`src/sv/rcmm_pkg.sv`:
```
package rcmm_pkg;

  // channel count and field widths
  localparam int CHANNELS  = 4;
  localparam int CH_W      = 2;
  localparam int TIME_W    = 32;
  localparam int WIDTH_W   = 12;
  localparam int TRIM_W    = 8;
  localparam int CFG_W     = 12;
  localparam int CFG_IDX_W = 3;
  localparam int SPEED_W   = 16;

  // item kinds
  localparam logic KIND_EDGE = 1'b0;
  localparam logic KIND_TICK = 1'b1;

  // channel codes
  localparam logic [CH_W-1:0] CH_POWER   = 2'd0;
  localparam logic [CH_W-1:0] CH_FORWARD = 2'd1;
  localparam logic [CH_W-1:0] CH_LATERAL = 2'd2;
  localparam logic [CH_W-1:0] CH_ROTATE  = 2'd3;

  // configuration register indexes
  typedef enum logic [CFG_IDX_W-1:0] {
    REG_TRIM_FORWARD  = 3'd0,
    REG_TRIM_LATERAL  = 3'd1,
    REG_TRIM_ROTATE   = 3'd2,
    REG_DEADBAND_LOW  = 3'd3,
    REG_DEADBAND_HIGH = 3'd4
  } cfg_reg_t;

  // pulse width constants in microseconds
  localparam logic [WIDTH_W-1:0] MID_US    = 12'd1500;
  localparam logic [WIDTH_W-1:0] WIDTH_MAX = 12'd4095;

  // rotate gain 2461/500: multiply by the numerator, then divide by 500
  // through a reciprocal, exact for dividends below 2^23
  localparam logic signed [12:0] ROT_NUM     = 13'sd2461;
  localparam int                 ROT_MAG_W   = 23;
  localparam int                 RECIP_SHIFT = 32;
  localparam logic [23:0]        RECIP_500   = 24'd8589935;

  // wheels with reversed polarity: right front and right rear
  localparam logic [3:0] REVERSED_MASK = 4'b1010;

  typedef struct packed {
    logic [TRIM_W-1:0]  trim_forward;
    logic [TRIM_W-1:0]  trim_lateral;
    logic [TRIM_W-1:0]  trim_rotate;
    logic [WIDTH_W-1:0] deadband_low;
    logic [WIDTH_W-1:0] deadband_high;
  } cfg_t;

  localparam cfg_t CFG_RESET = '{
    trim_forward:  8'd7,
    trim_lateral:  8'd20,
    trim_rotate:   8'd20,
    deadband_low:  12'd1490,
    deadband_high: 12'd1510
  };

  // axis values after width scaling, rotate not yet divided
  typedef struct packed {
    logic               power;
    logic signed [15:0] fwd;
    logic signed [15:0] lat;
    logic signed [23:0] rot_prod;
  } axis_t;

  // axis values ready for mixing
  typedef struct packed {
    logic               power;
    logic signed [15:0] fwd;
    logic signed [15:0] lat;
    logic signed [15:0] rot;
  } mix_t;

endpackage

```
`src/sv/rcmm_if.sv`:
```
interface rcmm_in_if import rcmm_pkg::*; ();
  logic              valid;
  logic              ready;
  logic              kind;
  logic [CH_W-1:0]   channel;
  logic              level;
  logic [TIME_W-1:0] time_us;

  modport source(output valid, kind, channel, level, time_us, input ready);
  modport sink(input valid, kind, channel, level, time_us, output ready);
endinterface

interface rcmm_out_if import rcmm_pkg::*; ();
  logic               valid;
  logic               ready;
  logic [SPEED_W-1:0] speed_left_front;
  logic [SPEED_W-1:0] speed_right_front;
  logic [SPEED_W-1:0] speed_left_rear;
  logic [SPEED_W-1:0] speed_right_rear;
  logic [3:0]         direction_bits;
  logic [3:0]         enable_bits;

  modport source(output valid, speed_left_front, speed_right_front, speed_left_rear,
                 speed_right_rear, direction_bits, enable_bits, input ready);
  modport sink(input valid, speed_left_front, speed_right_front, speed_left_rear,
               speed_right_rear, direction_bits, enable_bits, output ready);
endinterface

```
`src/sv/rcmm_pulse_timer.sv`:
```
module rcmm_pulse_timer import rcmm_pkg::*; (
  input  logic  clk,
  input  logic  rst,
  rcmm_in_if.sink item,
  input  cfg_t  cfg,
  output logic  axis_valid,
  output axis_t axis,
  input  logic  axis_ready
);

  // input register
  logic              v0;
  logic              kind0;
  logic [CH_W-1:0]   ch0;
  logic              level0;
  logic [TIME_W-1:0] time0;

  // pulse state
  logic [TIME_W-1:0]  rise_time [CHANNELS];
  logic [WIDTH_W-1:0] width [CHANNELS];

  logic               take_tick;
  logic               fire0;
  logic [TIME_W-1:0]  elapsed;
  logic [TRIM_W-1:0]  trim_sel;
  logic [TIME_W:0]    width_sum;
  logic [WIDTH_W-1:0] width_sat;
  logic signed [12:0] diff_f;
  logic signed [12:0] diff_l;
  logic signed [12:0] diff_r;
  logic signed [25:0] rot_full;
  axis_t              axis_next;

  function automatic logic is_neutral(logic [WIDTH_W-1:0] w, cfg_t c);
    return (w > c.deadband_low) && (w < c.deadband_high);
  endfunction

  // edges always retire; a tick needs room in the next stage
  assign take_tick  = v0 && (kind0 == KIND_TICK) && (!axis_valid || axis_ready);
  assign fire0      = v0 && ((kind0 == KIND_EDGE) || take_tick);
  assign item.ready = !v0 || fire0;

  always_ff @(posedge clk) begin
    if (rst) begin
      v0 <= 1'b0;
    end else if (item.ready) begin
      v0 <= item.valid;
    end
  end

  always_ff @(posedge clk) begin
    if (item.valid && item.ready) begin
      kind0  <= item.kind;
      ch0    <= item.channel;
      level0 <= item.level;
      time0  <= item.time_us;
    end
  end

  // per-channel trim
  always_comb begin
    case (ch0)
      CH_FORWARD: trim_sel = cfg.trim_forward;
      CH_LATERAL: trim_sel = cfg.trim_lateral;
      CH_ROTATE:  trim_sel = cfg.trim_rotate;
      default:    trim_sel = '0;
    endcase
  end

  // measured width plus trim, saturated
  assign elapsed   = time0 - rise_time[ch0];
  assign width_sum = {1'b0, elapsed} + (TIME_W+1)'(trim_sel);
  assign width_sat = (width_sum > (TIME_W+1)'(WIDTH_MAX)) ? WIDTH_MAX
                                                          : width_sum[WIDTH_W-1:0];

  // width state: edges update, a tick returns to failsafe
  always_ff @(posedge clk) begin
    if (rst) begin
      for (int i = 0; i < CHANNELS; i++) begin
        rise_time[i] <= '0;
        width[i]     <= (i == int'(CH_POWER)) ? '0 : MID_US;
      end
    end else if (fire0) begin
      if (kind0 == KIND_EDGE) begin
        if (level0) begin
          rise_time[ch0] <= time0;
        end else begin
          width[ch0] <= width_sat;
        end
      end else begin
        for (int i = 0; i < CHANNELS; i++) begin
          width[i] <= (i == int'(CH_POWER)) ? '0 : MID_US;
        end
      end
    end
  end

  // axis scaling from the stored widths
  assign diff_f   = $signed({1'b0, width[CH_FORWARD]}) - 13'sd1500;
  assign diff_l   = $signed({1'b0, width[CH_LATERAL]}) - 13'sd1500;
  assign diff_r   = $signed({1'b0, width[CH_ROTATE]}) - 13'sd1500;
  assign rot_full = diff_r * ROT_NUM;

  always_comb begin
    axis_next.power    = width[CH_POWER] > MID_US;
    axis_next.fwd      = is_neutral(width[CH_FORWARD], cfg) ? 16'sd0 : {diff_f, 3'b000};
    axis_next.lat      = is_neutral(width[CH_LATERAL], cfg) ? 16'sd0 : {diff_l, 3'b000};
    axis_next.rot_prod = is_neutral(width[CH_ROTATE], cfg) ? 24'sd0 : rot_full[23:0];
  end

  // stage register
  always_ff @(posedge clk) begin
    if (rst) begin
      axis_valid <= 1'b0;
    end else if (!axis_valid || axis_ready) begin
      axis_valid <= take_tick;
    end
  end

  always_ff @(posedge clk) begin
    if (take_tick) begin
      axis <= axis_next;
    end
  end

  // a tick leaves the widths at failsafe
  assert property (@(posedge clk) disable iff (rst)
    take_tick |=> (width[CH_POWER] == '0) && (width[CH_FORWARD] == MID_US) &&
                  (width[CH_LATERAL] == MID_US) && (width[CH_ROTATE] == MID_US))
    else $error("widths not returned to failsafe after tick");

endmodule

```
`src/sv/rcmm_rot_scale.sv`:
```
module rcmm_rot_scale import rcmm_pkg::*; (
  input  logic  clk,
  input  logic  rst,
  input  logic  axis_valid,
  input  axis_t axis,
  output logic  axis_ready,
  output logic  mix_valid,
  output mix_t  mix,
  input  logic  mix_ready
);

  logic                     neg;
  logic [23:0]              neg_prod;
  logic [ROT_MAG_W-1:0]     mag;
  logic [ROT_MAG_W+23:0]    quot_full;
  logic [14:0]              quot;
  mix_t                     mix_next;

  assign axis_ready = !mix_valid || mix_ready;

  // divide by 500 toward zero: magnitude times reciprocal, sign restored
  assign neg       = axis.rot_prod[23];
  assign neg_prod  = -axis.rot_prod;
  assign mag       = neg ? neg_prod[ROT_MAG_W-1:0] : axis.rot_prod[ROT_MAG_W-1:0];
  assign quot_full = (ROT_MAG_W+24)'(mag) * (ROT_MAG_W+24)'(RECIP_500);
  assign quot      = quot_full[RECIP_SHIFT+14:RECIP_SHIFT];

  always_comb begin
    mix_next.power = axis.power;
    mix_next.fwd   = axis.fwd;
    mix_next.lat   = axis.lat;
    mix_next.rot   = neg ? -$signed({1'b0, quot}) : $signed({1'b0, quot});
  end

  always_ff @(posedge clk) begin
    if (rst) begin
      mix_valid <= 1'b0;
    end else if (axis_ready) begin
      mix_valid <= axis_valid;
    end
  end

  always_ff @(posedge clk) begin
    if (axis_valid && axis_ready) begin
      mix <= mix_next;
    end
  end

  // rotate axis stays within the scaled width range
  assert property (@(posedge clk) disable iff (rst)
    mix_valid |-> (mix.rot >= -16'sd7383) && (mix.rot <= 16'sd12772))
    else $error("rotate axis out of range");

endmodule

```
`src/sv/rcmm_wheel_mix.sv`:
```
module rcmm_wheel_mix import rcmm_pkg::*; (
  input  logic clk,
  input  logic rst,
  input  logic mix_valid,
  input  mix_t mix,
  output logic mix_ready,
  rcmm_out_if.source result
);

  logic signed [16:0] f17;
  logic signed [16:0] l17;
  logic signed [16:0] r17;
  logic signed [16:0] sum [4];
  logic [16:0]        neg_sum [4];
  logic [SPEED_W-1:0] mag [4];
  logic [3:0]         dir_next;
  logic [3:0]         en_next;
  logic               load;

  // output register and direction state
  logic               out_valid;
  logic [SPEED_W-1:0] speed [4];
  logic [3:0]         enable_bits;
  logic [3:0]         wheel_direction;

  assign mix_ready = !out_valid || result.ready;
  assign load      = mix_valid && mix_ready;

  // wheel sums
  assign f17    = 17'(mix.fwd);
  assign l17    = 17'(mix.lat);
  assign r17    = 17'(mix.rot);
  assign sum[0] = f17 + l17 + r17;
  assign sum[1] = f17 - l17 - r17;
  assign sum[2] = f17 - l17 + r17;
  assign sum[3] = f17 + l17 - r17;

  // magnitude, direction and enable per wheel
  always_comb begin
    for (int i = 0; i < 4; i++) begin
      neg_sum[i] = -sum[i];
      mag[i]     = sum[i][16] ? neg_sum[i][SPEED_W-1:0] : sum[i][SPEED_W-1:0];
      if (sum[i] != 17'sd0) begin
        dir_next[i] = sum[i][16] ^ REVERSED_MASK[i];
        en_next[i]  = mix.power;
      end else begin
        dir_next[i] = wheel_direction[i];
        en_next[i]  = 1'b0;
      end
    end
  end

  always_ff @(posedge clk) begin
    if (rst) begin
      out_valid       <= 1'b0;
      wheel_direction <= '0;
    end else begin
      if (mix_ready) begin
        out_valid <= mix_valid;
      end
      if (load) begin
        wheel_direction <= dir_next;
      end
    end
  end

  always_ff @(posedge clk) begin
    if (load) begin
      for (int i = 0; i < 4; i++) begin
        speed[i] <= mag[i];
      end
      enable_bits <= en_next;
    end
  end

  assign result.valid             = out_valid;
  assign result.speed_left_front  = speed[0];
  assign result.speed_right_front = speed[1];
  assign result.speed_left_rear   = speed[2];
  assign result.speed_right_rear  = speed[3];
  assign result.direction_bits    = wheel_direction;
  assign result.enable_bits       = enable_bits;

  // an enabled wheel always has a nonzero speed
  assert property (@(posedge clk) disable iff (rst)
    out_valid |-> (!enable_bits[0] || speed[0] != '0) && (!enable_bits[1] || speed[1] != '0) &&
                  (!enable_bits[2] || speed[2] != '0) && (!enable_bits[3] || speed[3] != '0))
    else $error("wheel enabled with zero speed");

  // power off gives no enables
  assert property (@(posedge clk) disable iff (rst)
    (load && !mix.power) |=> (enable_bits == '0))
    else $error("wheel enabled while power off");

endmodule

```
`src/sv/rc_pulse_mecanum_mixer_core.sv`:
```
// RC pulse receiver and mecanum wheel mixer.
// item channel: valid/ready words carrying kind, channel, level and time_us.
//   An edge word (kind 0) times one servo channel and gives no result.
//   A tick word (kind 1) mixes the stored widths into one result word and
//   returns the widths to failsafe (power 0, axes 1500 us).
// result channel: valid/ready words with four wheel speeds, direction bits
//   and enable bits.
// Config: wr_en / wr_index / wr_data write the trims and the deadband bounds;
//   write only while no words are in flight.
// Path: a tick accepted on the item channel passes the input register, the
//   axis scaling stage, the rotate divide stage and the output register, where
//   its result is valid. Throughput is one word per cycle while the receiver keeps up.
// Reset (rst, synchronous): pipeline empty, widths at failsafe, rise times
//   and direction bits zero, registers at their defaults.
// When the receiver stalls, ticks queue in the three stages behind the
//   output register; edge words still retire from the input register, and
//   item.ready drops once a tick there finds the stages full.
module rc_pulse_mecanum_mixer_core import rcmm_pkg::*; (
  input  logic                 clk,
  input  logic                 rst,
  rcmm_in_if.sink              item,
  rcmm_out_if.source           result,
  input  logic                 wr_en,
  input  logic [CFG_IDX_W-1:0] wr_index,
  input  logic [CFG_W-1:0]     wr_data
);

  cfg_t  cfg;
  logic  axis_valid;
  logic  axis_ready;
  axis_t axis;
  logic  mix_valid;
  logic  mix_ready;
  mix_t  mix;

  // configuration registers
  always_ff @(posedge clk) begin
    if (rst) begin
      cfg <= CFG_RESET;
    end else if (wr_en) begin
      case (cfg_reg_t'(wr_index))
        REG_TRIM_FORWARD:  cfg.trim_forward  <= wr_data[TRIM_W-1:0];
        REG_TRIM_LATERAL:  cfg.trim_lateral  <= wr_data[TRIM_W-1:0];
        REG_TRIM_ROTATE:   cfg.trim_rotate   <= wr_data[TRIM_W-1:0];
        REG_DEADBAND_LOW:  cfg.deadband_low  <= wr_data[WIDTH_W-1:0];
        REG_DEADBAND_HIGH: cfg.deadband_high <= wr_data[WIDTH_W-1:0];
        default: ;
      endcase
    end
  end

  rcmm_pulse_timer u_timer (
    .clk        (clk),
    .rst        (rst),
    .item       (item),
    .cfg        (cfg),
    .axis_valid (axis_valid),
    .axis       (axis),
    .axis_ready (axis_ready)
  );

  rcmm_rot_scale u_rot (
    .clk        (clk),
    .rst        (rst),
    .axis_valid (axis_valid),
    .axis       (axis),
    .axis_ready (axis_ready),
    .mix_valid  (mix_valid),
    .mix        (mix),
    .mix_ready  (mix_ready)
  );

  rcmm_wheel_mix u_mix (
    .clk       (clk),
    .rst       (rst),
    .mix_valid (mix_valid),
    .mix       (mix),
    .mix_ready (mix_ready),
    .result    (result)
  );

endmodule

```
`src/flat_wrapper.sv`:
```
// flat-port wrapper written by rule: the top's interface ports become plain ports
module rc_pulse_mecanum_mixer_core_flat import rcmm_pkg::*;
  (clk, rst, wr_en, wr_index, wr_data, item_valid, item_kind, item_channel, item_level, item_time_us, item_ready, result_valid, result_speed_left_front, result_speed_right_front, result_speed_left_rear, result_speed_right_rear, result_direction_bits, result_enable_bits, result_ready);
  rcmm_in_if item_i ();
  rcmm_out_if result_i ();
  input  logic clk;
  input  logic rst;
  input  logic wr_en;
  input  logic [CFG_IDX_W-1:0] wr_index;
  input  logic [CFG_W-1:0] wr_data;
  input wire logic [$bits(item_i.valid)-1:0] item_valid;
  input wire logic [$bits(item_i.kind)-1:0] item_kind;
  input wire logic [$bits(item_i.channel)-1:0] item_channel;
  input wire logic [$bits(item_i.level)-1:0] item_level;
  input wire logic [$bits(item_i.time_us)-1:0] item_time_us;
  output wire logic [$bits(item_i.ready)-1:0] item_ready;
  output wire logic [$bits(result_i.valid)-1:0] result_valid;
  output wire logic [$bits(result_i.speed_left_front)-1:0] result_speed_left_front;
  output wire logic [$bits(result_i.speed_right_front)-1:0] result_speed_right_front;
  output wire logic [$bits(result_i.speed_left_rear)-1:0] result_speed_left_rear;
  output wire logic [$bits(result_i.speed_right_rear)-1:0] result_speed_right_rear;
  output wire logic [$bits(result_i.direction_bits)-1:0] result_direction_bits;
  output wire logic [$bits(result_i.enable_bits)-1:0] result_enable_bits;
  input wire logic [$bits(result_i.ready)-1:0] result_ready;
  assign item_i.valid = item_valid;
  assign item_i.kind = item_kind;
  assign item_i.channel = item_channel;
  assign item_i.level = item_level;
  assign item_i.time_us = item_time_us;
  assign item_ready = item_i.ready;
  assign result_valid = result_i.valid;
  assign result_speed_left_front = result_i.speed_left_front;
  assign result_speed_right_front = result_i.speed_right_front;
  assign result_speed_left_rear = result_i.speed_left_rear;
  assign result_speed_right_rear = result_i.speed_right_rear;
  assign result_direction_bits = result_i.direction_bits;
  assign result_enable_bits = result_i.enable_bits;
  assign result_i.ready = result_ready;
  rc_pulse_mecanum_mixer_core u_core (.clk(clk), .rst(rst), .item(item_i), .result(result_i), .wr_en(wr_en), .wr_index(wr_index), .wr_data(wr_data));
endmodule
```
`config.mk`:
```
export PLATFORM = sky130hd
export DESIGN_NAME = rc_pulse_mecanum_mixer_core_flat
export DESIGN_NICKNAME = d
export VERILOG_FILES = /design/src/sv/rcmm_pkg.sv /design/src/sv/rcmm_if.sv /design/src/sv/rcmm_pulse_timer.sv /design/src/sv/rcmm_rot_scale.sv /design/src/sv/rcmm_wheel_mix.sv /design/src/sv/rc_pulse_mecanum_mixer_core.sv /design/src/flat_wrapper.sv
export SDC_FILE = /design/constraint.sdc
export NUM_CORES = 2
export LEC_CHECK = 0
export ABC_AREA = 1
export BUFFER_PORTS_ARGS = -buffer_cell sky130_fd_sc_hd__buf_2
export CORE_MARGIN = 5
export CORE_UTILIZATION = 55
export CTS_BUF_LIST = sky130_fd_sc_hd__clkbuf_16
export DETAILED_ROUTE_END_ITERATION = 7
export GPL_TIMING_DRIVEN = 1
export PLACE_DENSITY = 0.72
export SLEW_MARGIN = 40
export SYNTH_ARGS = -nofsm -noshare
export SYNTH_HDL_FRONTEND = slang
export SYNTH_SLANG_ARGS = --single-unit
```
`constraint.sdc`:
```
create_clock -name clk -period 10.55 [get_ports clk]
set_input_delay 1.055 -clock clk [delete_from_list [all_inputs] [get_ports clk]]
set_output_delay 1.055 -clock clk [all_outputs]
set_load 0.005 [all_outputs]
```
==> metrics.yaml <==
status: "completed"
synth_area_per_cell_um2: 8.22
crit_fanout: 11
place.gp.congestion: 0.962
finalNonFillerCells: 5984
first_pass_iters: 6
hp-class: "reg -> reg"
die_y_um: 280
core-area_um2: 71900
syn_area_um2: 40000
fmax_mhz: 104
cpPeakStageDelay_ns: 0.53
cap_violations: 0
cts_tree: "done"
tightest_slew_ns: 0.837
routed_wl_mm: 104
synth_most_common_cell: "inv_1"
gr-total-overflow: 0
row_count: 98
cts_htree_levels: 2
relSlewSlack_pct: 44.0
first_iter_violations: 2327
start_kind: "register"
yosysSeqAreaShare_pct: 30.7
post-route-drc-count: 0
netlist.top_cell.by_area: "edfxtp_1"
synth_common_cells: "inv_1 (983), nand2_1 (969), ha_1 (504)"
wl_per_cell_um: 17.3
clock_power_share_pct: 13.9
cts_setup_buffers: 0
synthDominantCellAreaShare_pct: 27.8
postCtsHoldBufs: 0
syn_inst: 4866
vdd_drop_max_mv: 0.546
top_level_ports: 130
grt_pass1_wl_mm: 166
p_seq_share_pct: 16.3
grt_pass1_vias: 31373
fin_worst_skew_ns: 0.0254
nNetsFinal: 5774
ant_nets: 0
min_period_ns: 9.61
numClockSinks: 429
drive_gt1_share_pct: 7.13
grtUsageTotal_pct: 26.4
swShare_pct: 51.7
tns_ns: 0
io_buffer_count: 129
power.leakage_uw: 0.0218
viasPerCell: 5.32
setup_viol: 0
cts-root-buf: "clkbuf_16"
ys_warn_count: 0
p_per_area_nw_per_um2: 290
switchingPower_uw: 6520
cts_made_buffers: 47
dieArea_um2: 78200
synth_seq_cells: 429
dieWidth_um: 280
rsz0062_at_grt: "no"
path_class: "reg -> reg"
cpMaxStageDelayCell: "fa_1"
critPathCaptureType: "register"
async_flop_share_pct: 0
synth_flop_cell: "edfxtp_1"
holdWs_ns: 0.414
slew_viol_final: 0
area_delta_synth_final_pct: 8.74
total_power_uw: 12600
fin_crit_sh_pct: 91.1
synth_edf_count: 371
required_ns: 10.88
grt_max_degree: 70
synthDistinctLibCells: 65
critPathBufInv: 13
synthTopCellsByArea: "edfxtp_1 (28%), ha_1 (16%), fa_1 (11%)"
cts_max_path_buffers: 3
intPower_uw: 6090
initial_core_util_pct: 55.7
worstPathArrival_ns: 9.94
antenna_found_initial: 2
crit_family: "adder cells"
vias: 31837
clk_latency_ns: 0.59
synth.net_count: 5644
cp_common_cell: "nand2_1"
combPwrFrac_pct: 69.8
dp.cells: 5897
path_clk_slew_ns: 0.07
postCtsResizedCells: 0
dpl.hpwl_mm: 84.7
hold_violations: 0
-- worst reg2reg max path, delay by kind of cell (launching register included) --
family,cells,cell delay [ns]
flip-flops,1,0.35
AND/OR/NAND/NOR,23,3.38
adder cells (fa/ha/maj),9,3.63
buffers and inverters,13,1.06
AO/OA/AOI/OAI,2,0.59
XOR/XNOR,1,0.36
-- power groups by stage --
stage / Clock [uW] / Combinational (uW) / Sequential (uW)
4_1_cts: 1780 / 8780 / 2050
3_5_place_dp: 0 / 8720 / 2090
3_3_place_gp: 0 / 8670 / 2090
5_1_grt: 1860 / 10100 / 2060
6_report: 1750 / 8800 / 2050
2_1_floorplan: 0 / 6340 / 2070
-- state kept, by name, indices dropped and copies added, names as in the netlist, named ones only --
register                            flops
u_core.u_timer.time0                   32
u_core.u_timer.v0                       1
u_core.u_timer.ch0                      2
u_core.u_mix.result.valid               1
u_core.u_timer.axis_valid               1
u_core.u_timer.kind0                    1
u_core.u_rot.mix                       43
u_core.u_timer.level0                   1
u_core.cfg                             48
u_core.u_timer.rise_time              128
u_core.u_mix.result.direction_bits      4
u_core.u_timer.axis                    51
u_core.u_mix.speed                     61
u_core.u_rot.mix_valid                  1
u_core.u_timer.width                   48
u_core.u_mix.result.enable_bits         4
-- cells in the final DEF (no fill, tap or decap), types with 5 or more instances in the layout --
cell	synthesis	final
a32o_1	29	29
ha_1	504	504
o31ai_1	9	9
clkinv_1	4	13
a21o_1	10	10
clkinvlp_4	0	6
nand2_2	20	20
o21ai_0	172	170
xor2_1	161	158
inv_1	983	986
buf_4	5	35
buf_2	7	129
nand4_1	47	47
nor2_4	13	14
o21bai_1	24	24
nor3_1	53	53
nor4_1	14	13
nand3_2	7	7
xnor2_1	32	32
fa_1	218	218
bufinv_16	0	9
inv_2	18	20
clkbuf_16	0	48
edfxtp_1	371	371
nand3b_1	9	9
or2_2	18	18
o21a_1	7	7
nand3_1	183	183
o21ai_1	5	5
a21boi_0	8	8
a21oi_1	264	264
nand2_1	969	967
dfxtp_1	58	57
a31oi_1	20	20
o211ai_1	13	13
nor2_1	473	471
nor2_2	17	18
a211oi_1	5	5
-- final timing paths --
| check | start | end | slack [ns] | cells after the start |
|---|---|---|---|---|
| max | u_core.u_timer.axis[0] | u_core.u_rot.mix[14] | 0.94 | 48 |
| min reg2reg | u_core.u_timer.axis[27] | u_core.u_rot.mix[19] | 0.41 | 0 |
| max reg2reg | u_core.u_timer.axis[0] | u_core.u_rot.mix[14] | 0.94 | 48 |
| min | u_core.u_timer.axis[27] | u_core.u_rot.mix[19] | 0.41 | 0 |
-- cell families after synthesis --
logic type               after synthesis  synth area share (%)
AO/OA/AOI/OAI                        585                  8.40
XOR/XNOR                             193                  4.23
adder cells (fa/ha/maj)              722                  26.7
buffers and inverters               1089                  10.3
flip-flops                           429                  30.7
AND/OR/NAND/NOR                     1848                  19.6
-- through the flow --
stage | cell area, um2 | util, % | worst slack (ns)
2_1_floorplan | 40000 | - | 2.14
3_3_place_gp | 41800 | 58.2 | 1.06
3_5_place_dp | 41800 | 58.2 | 0.947
4_1_cts | 43500 | 60.5 | 0.909
5_1_grt | 43500 | 60.5 | 0.116
6_report | 43500 | 60.5 | 0.944
-- area by class of cell --
| class | count | area, um2 |
|---|---|---|
| Timing Repair Buffer | 165 | 920 |
| Clock buffer | 48 | 1200 |
| Fill cell | 6525 | 28300 |
| Sequential cell | 429 | 12300 |
| Multi-Input combinational cell | 3348 | 23700 |
| Antenna cell | 1 | 2.50 |
| Inverter | 1005 | 3770 |
| Clock inverter | 38 | 457 |
| Tap cell | 950 | 1190 |
-- metal layers --
| layer | track usage [%] | wire length (um) | vias up |
|---|---|---|---|
| li1 | - | - | 15842 |
| met1 | 35.5 | 45000 | 15028 |
| met2 | 46.0 | 50000 | 795 |
| met3 | 2.73 | 5160 | 170 |
| met4 | 7.43 | 3340 | 2 |
| met5 | 0 | 14 | - |
No activity file was read; power rests on OpenSTA's default activity.
